==> src/design/imh_pkg.sv <==
// shared types, constants and codes for the indexed min-heap fixer
package imh_pkg;
  localparam int DEPTH = 256;
  localparam int KEY_BITS = 64;
  localparam int TAG_BITS = 16;
  localparam int POS_BITS = 8;
  localparam int ADDR_BITS = $clog2(DEPTH);
  localparam int CNT_BITS = $clog2(DEPTH + 1);

  localparam logic [1:0] ST_UPDATE = 2'd0;
  localparam logic [1:0] ST_NONE = 2'd1;
  localparam logic [1:0] ST_REJECT = 2'd2;

  localparam logic ACT_PLACE = 1'b0;
  localparam logic ACT_REMOVE = 1'b1;

  typedef struct packed {
    logic action;
    logic [7:0] position;
    logic [63:0] new_key;
    logic [15:0] owner_tag;
  } in_item_t;

  typedef struct packed {
    logic [15:0] moved_tag;
    logic [7:0] new_position;
    logic [1:0] status;
    logic last;
  } out_item_t;

  typedef enum logic [3:0] {
    S_IDLE, S_CHECK, S_LASTRD, S_LASTWAIT, S_FIXRD, S_FIXWAIT,
    S_UPRD, S_UPWAIT, S_UPDEC, S_DNRD, S_DNWAIT, S_DNDEC, S_FINAL, S_EMIT
  } state_t;

  typedef struct packed {
    logic load_in;
    logic rd_last;
    logic take_last;
    logic rd_cur;
    logic rd_parent;
    logic rd_children;
    logic cap_rd;
    logic up_move;
    logic dn_move;
    logic fin_write;
    logic emit_moved;
    logic emit_final;
    logic emit_reject;
    logic emit_none;
    logic cnt_inc;
    logic cnt_dec;
  } cmd_t;

  typedef struct packed {
    logic action;
    logic reject;
    logic append;
    logic remove_last;
    logic at_root;
    logic go_up;
    logic up_more;
    logic dn_more;
    logic has_child;
    logic out_busy;
  } sts_t;
endpackage

==> src/design/imh_ctrl.sv <==
// sequencer for place, remove and sift steps
module imh_ctrl (
  input  logic clk,
  input  logic rst,
  input  logic in_fire,
  input  imh_pkg::sts_t sts,
  output imh_pkg::cmd_t cmd,
  output logic in_stall
);
  import imh_pkg::*;

  state_t state, state_next;

  always_ff @(posedge clk) begin
    if (rst) begin
      state <= S_IDLE;
    end else begin
      state <= state_next;
    end
  end

  always_comb begin
    state_next = state;
    case (state)
      S_IDLE: if (in_fire) state_next = S_CHECK;
      S_CHECK: begin
        if (!sts.out_busy) begin
          if (sts.reject) state_next = S_IDLE;
          else if (sts.action == ACT_REMOVE && sts.remove_last) state_next = S_IDLE;
          else if (sts.action == ACT_REMOVE) state_next = S_LASTRD;
          else state_next = S_FIXRD;
        end
      end
      S_LASTRD: state_next = S_LASTWAIT;
      S_LASTWAIT: state_next = S_FIXRD;
      S_FIXRD: state_next = sts.at_root ? S_DNRD : S_FIXWAIT;
      S_FIXWAIT: state_next = sts.go_up ? S_UPDEC : S_DNRD;
      S_UPRD: state_next = sts.at_root ? S_FINAL : S_UPWAIT;
      S_UPWAIT: state_next = S_UPDEC;
      S_UPDEC: if (!sts.out_busy) state_next = sts.up_more ? S_UPRD : S_FINAL;
      S_DNRD: state_next = sts.has_child ? S_DNWAIT : S_FINAL;
      S_DNWAIT: state_next = S_DNDEC;
      S_DNDEC: if (!sts.out_busy) state_next = sts.dn_more ? S_DNRD : S_FINAL;
      S_FINAL: state_next = S_EMIT;
      S_EMIT: if (!sts.out_busy) state_next = S_IDLE;
      default: state_next = S_IDLE;
    endcase
  end

  always_comb begin
    cmd = '0;
    in_stall = state != S_IDLE;
    case (state)
      S_IDLE: cmd.load_in = in_fire;
      S_CHECK: begin
        if (!sts.out_busy) begin
          if (sts.reject) begin
            cmd.emit_reject = 1'b1;
          end else if (sts.action == ACT_REMOVE) begin
            cmd.cnt_dec = 1'b1;
            cmd.emit_none = sts.remove_last;
          end else begin
            cmd.cnt_inc = sts.append;
          end
        end
      end
      S_LASTRD: cmd.rd_last = 1'b1;
      S_LASTWAIT: cmd.take_last = 1'b1;
      S_FIXRD: cmd.rd_cur = 1'b1;
      S_FIXWAIT: cmd.cap_rd = 1'b1;
      S_UPRD: cmd.rd_parent = 1'b1;
      S_UPWAIT: cmd.cap_rd = 1'b1;
      S_UPDEC: begin
        if (!sts.out_busy && sts.up_more) begin
          cmd.up_move = 1'b1;
          cmd.emit_moved = 1'b1;
        end
      end
      S_DNRD: cmd.rd_children = 1'b1;
      S_DNWAIT: cmd.cap_rd = 1'b1;
      S_DNDEC: begin
        if (!sts.out_busy && sts.dn_more) begin
          cmd.dn_move = 1'b1;
          cmd.emit_moved = 1'b1;
        end
      end
      S_FINAL: cmd.fin_write = 1'b1;
      S_EMIT: cmd.emit_final = !sts.out_busy;
      default: cmd = '0;
    endcase
  end
endmodule

==> config.mk <==
export PLATFORM = sky130hd
export DESIGN_NAME = imh_ctrl
export DESIGN_NICKNAME = d
export VERILOG_FILES = /design/src/design/imh_pkg.sv /design/src/design/imh_ctrl.sv
export SDC_FILE = /design/constraint.sdc
export NUM_CORES = 1
export LEC_CHECK = 0
export ABC_AREA = 1
export BUFFER_PORTS_ARGS = -buffer_cell sky130_fd_sc_hd__buf_2
export CAP_MARGIN = 40
export CORE_MARGIN = 2
export CORE_UTILIZATION = 30
export DETAILED_ROUTE_END_ITERATION = 6
export GPL_TIMING_DRIVEN = 0
export PLACE_DENSITY = 0.66
export SYNTH_ARGS = -nofsm -noshare
export SYNTH_HDL_FRONTEND = slang
export SYNTH_SLANG_ARGS = --single-unit
export TNS_END_PERCENT = 20
==> constraint.sdc <==
create_clock -name clk -period 2.4 [get_ports clk]
set_clock_uncertainty 0.1 [all_clocks]
set_input_delay 0.12 -clock clk [delete_from_list [all_inputs] [get_ports clk]]
set_output_delay 0.12 -clock clk [all_outputs]
set_load 0.02 [all_outputs]
======== After elaboration in Yosys (flattened, before gate mapping) ========
Index checks and enable logic that the tools add are counted.
Widths: inputs -> output; s select.
storage, ports and cells
  register bits after elaboration ......... 4
  bits in latches ......................... 0
  memory bits (writable) .................. 0
  bits in read-only memories .............. 0
  input port bits ......................... 13
  output and inout port bits .............. 17
  logic and storage cells ................. 63
  memories kept ........................... 0
operators by class
  $add $sub $neg .......................... 0
  multiply operators ...................... 0
  divide/modulo/power cells ............... 0
  magnitude comparators ................... 0
  equality and inequality tests ........... 18
  shifts and indexed selects .............. 0
  mux-type cells .......................... 36
  bitwise logic cells ..................... 0
  reduce and logical (&&, ||, !) cells .... 8
operator list
  cell                number
  $pmux 4 s14         1
  $mux 4              10
  $eq 4x4->1 const B  6
  $mux 1              18
  $mux 3              6
  $eq 4x3->1 const B  4
  $ne 2x2->1 const B  5
  $eq 4x2->1 const B  2
  $reduce_and 5->1    1
  $eq 4x1->1 const B  1
  $logic_not 4->1     1
  $reduce_bool 4->1   1
  $logic_and 1x1->1   3
  $reduce_or 3->1     1
  $pmux 1 s2          1
  $logic_not 1->1     1

======== Depth between registers and ports, before layout ========
  depth in word-level cells ............... 5
  depth in mapped cells ................... 10
  gate-level depth less buffers ........... 9

======== Least setup slack after synthesis ========
OpenSTA, ideal clock, no wires.
  path kind ............................... register to output
  from .................................... reg state[2]
  to ...................................... out cmd[2] (netlist name)
  arrival ................................. 1398 ps
  required time ........................... 2180 ps
  setup slack ............................. 782 ps
  stages on the path, launching flop included .. 4
  path buffers ............................ 0
  path through ............................ dfxtp_1 -> nor2_2 -> nand3_2 -> nor4_1
RTL lines
  item                    line            RTL
  start, declared         imh_ctrl.sv:12  state_t state, state_next;
  start signal, assigned  imh_ctrl.sv:18  state <= state_next;
  end, declared           imh_ctrl.sv:7   output imh_pkg::cmd_t cmd,

==> results.py <==
metrics = {
    "run_status": {
        "status": "finished, final reports clean",
    },
    "routing": {
        "first_pass_iters": 4,
        "vias": 821,
        "wl_per_cell_um": 9.856,
        "final_antenna_net_count": 0,
        "drc": 0,
        "finalWirelength_um": 1715,
        "drtIter0Drc": 14,
        "viasPerCell": 4.718,
    },
    "critical_path": {
        "cp.required_ns": 2.18,
        "timing.critical_path.buf_inv": 1,
        "startpoint_type": "register",
        "endpoint": "cmd[1]",
        "slowest_delay_ns": 0.37,
        "path_delay_family": "simple AND/OR/NAND/NOR gates",
        "r2r_start": "state[2]",
        "crit_path_start": "state[2]",
        "ff2ff_path_depth": 7,
        "critPathCaptureType": "output port",
        "critPathSlowestCell": "nor2_2",
        "r2r_slack_ns": 0.95,
        "path_cells": "nor2_2 -> nand3_1 -> nor3b_1 -> buf_2",
        "critPathArrivalTime_ns": 1.51,
        "cp_max_fo": 7,
        "crit_cells": 4,
        "r2r_end": "state[1]",
        "critPathKind": "register to output port",
    },
    "clocking": {
        "ctsHoldBuffers": 1,
        "htree_levels": 1,
        "cts_tree": "built",
        "numCtsBuffers": 3,
        "root_buffer": "clkbuf_4",
        "cts_setup_buffers": 0,
        "cts.path.max_buffers": 2,
        "clock_latency_ns": 0.23,
        "clock_sinks": 4,
        "cts_resized": 0,
        "clk_pin_slew_ns": 0.04,
    },
    "floorplan": {
        "fp-row-count": 16,
        "design.die.area_mm2": 0.002403,
        "initial_utilization": 0.3131,
        "die_h_um": 49.02,
        "core_area_mm2": 0.001942,
        "die_w_um": 49.02,
        "num_io_pins": 30,
    },
    "timing": {
        "setup_tns_ns": 0,
        "fmaxAchievable_mhz": 578.9,
        "rsz0062_at_grt": "false",
        "fin_crit_ns": 1.728,
        "tightest_slew_ns": 0.4081,
        "fin_ws_ns": 0.6725,
        "finalHoldViolations": 0,
        "setup_violations": 0,
        "drv_slew": 0,
        "finalCritPeriodShare": 0.7198,
        "relSlewSlack": 0.7276,
    },
    "synth": {
        "synth.area.top_cells": "nand2_1 21%, dfxtp_1 13%, nor2_1 12%, inv_1 8.6%, nand2_2 5.1%",
        "synth_largest_area_cell": "nand2_1",
        "synth_area_um2": 608.1,
        "post_synth.cell_area_avg_um2": 5.334,
        "yosysWarnings": 0,
        "synth.distinct_cells": 22,
        "synth_seq_cells": 4,
        "syn_nets": 127,
        "synth_top_area_frac": 0.2099,
        "syn_inst": 114,
        "ys_seq_area_frac": 0.1317,
    },
    "global_routing": {
        "overflow": 0,
        "grt_usage": 0.1507,
        "grt_max_degree": 11,
        "grt_pass1_wl_um": 2898,
        "first_global_vias": 680,
        "antenna_found_initial": 0,
    },
    "finish": {
        "final_common_cell": "nand2_1",
        "fin_cells": 174,
        "areaGrowthSynthToFinish_pct": 34.77,
        "layout.nets": 162,
        "drive_above_1_share": 0.3673,
        "reg_top3": "state x4",
        "largest-register": "state",
        "largest_reg_flops": 4,
        "fill_cells": 227,
        "antenna_cells": 0,
        "final_cell_mix": "34 x nand2_1, 30 x buf_2, 19 x nor2_1, 14 x inv_1",
    },
    "placed_design": {
        "place_ws_ns": 0.9217,
        "dpl.hpwl_um": 1399,
        "io_buffers": 29,
        "dp_cells": 170,
        "gp_congestion": 0.9219,
    },
    "power_and_ir_drop": {
        "p_per_area_mw_per_mm2": 395.9,
        "p_total_w": 0.0003245,
        "peakVddDrop_mv": 0.1883,
        "p_leak_nw": 0.4792,
    },
    "hold_path": {
        "worstHoldPathType": "primary input to register",
    },
    "run": {
        "cap_violations": 0,
    },
}
==> kinds of logic (layout without fill, tap and decap cells) <==
kind of cell,count (synthesis),in the layout,synth area share
AO/OA/AOI/OAI,8,8,0.06996
buffers and inverters,20,53,0.1378
AND/OR/NAND/NOR,82,82,0.6605
flip-flops,4,4,0.1317
==> stage by stage <==
step / hold WS [ns] / utilization / instance area [um2]
after floorplan: 0.08907 / - / 608.1
after global placement: 0.2284 / 0.4053 / 787.0
after detailed placement: 0.2303 / 0.4053 / 787.0
after CTS: 0.1013 / 0.4220 / 819.5
after global routing: 0.1031 / 0.4220 / 819.5
final: 0.1014 / 0.4220 / 819.5
==> synthesized netlist by cell type <==
cell type  number
a21oi_1         5
buf_2           1
buf_6           1
dfxtp_1         4
inv_1          14
inv_2           4
nand2_1        34
nand2_2         5
nand2_4         1
nand3_1         4
nand3_2         3
nand3b_1        1
nand4_1         1
nor2_1         19
nor2_2          4
nor2_4          2
nor3_1          5
nor3_2          1
nor3b_1         1
nor4_1          1
o211ai_1        1
o21ai_0         2
==> worst reg2reg max path, delay by kind of cell (launching register included) <==
kind | cells | cell delay (ns)
AND/OR/NAND/NOR | 6 | 0.76
AO/OA/AOI/OAI | 1 | 0.14
flip-flops | 1 | 0.36
==> report_power, final <==
group	internal, W	switching (W)	total (W)
Sequential	0.0000724	0.0000103	0.0000827
Combinational	0.0000535	0.000105	0.000158
Clock	0.0000559	0.0000276	0.0000835
==> worst min path at each step <==
stage	from	end	slack (ns)	cells past startpoint
after global placement	rst	state[0]	0.23	2
after CTS	sts[0]	state[2]	0.10	3
final	sts[0]	state[2]	0.10	3
after floorplan	rst	state[0]	0.09	1
after global routing	sts[0]	state[2]	0.10	3
after detailed placement	rst	state[2]	0.23	2
==> per-layer routing <==
layer  GRT usage  part of all wire  routed length [um]
met4     0.05714             0.013                  23
met3     0.02147             0.063                 108
met1      0.1937              0.45                 779
met2      0.2534              0.47                 804
met5           0                 0                   0
==> cell type report <==
class / instances / area [um2] / share of cell area
Timing Repair Buffer: 30 / 155.1 / 0.1893
Multi-Input combinational cell: 90 / 444.2 / 0.5420
Clock buffer: 3 / 22.52 / 0.02748
Sequential cell: 4 / 80.08 / 0.09771
Buffer: 2 / 16.27 / 0.01985
Inverter: 18 / 67.56 / 0.08244
Tap cell: 27 / 33.78 / 0.04122
Note: power is estimated with default switching activity, not from simulation.
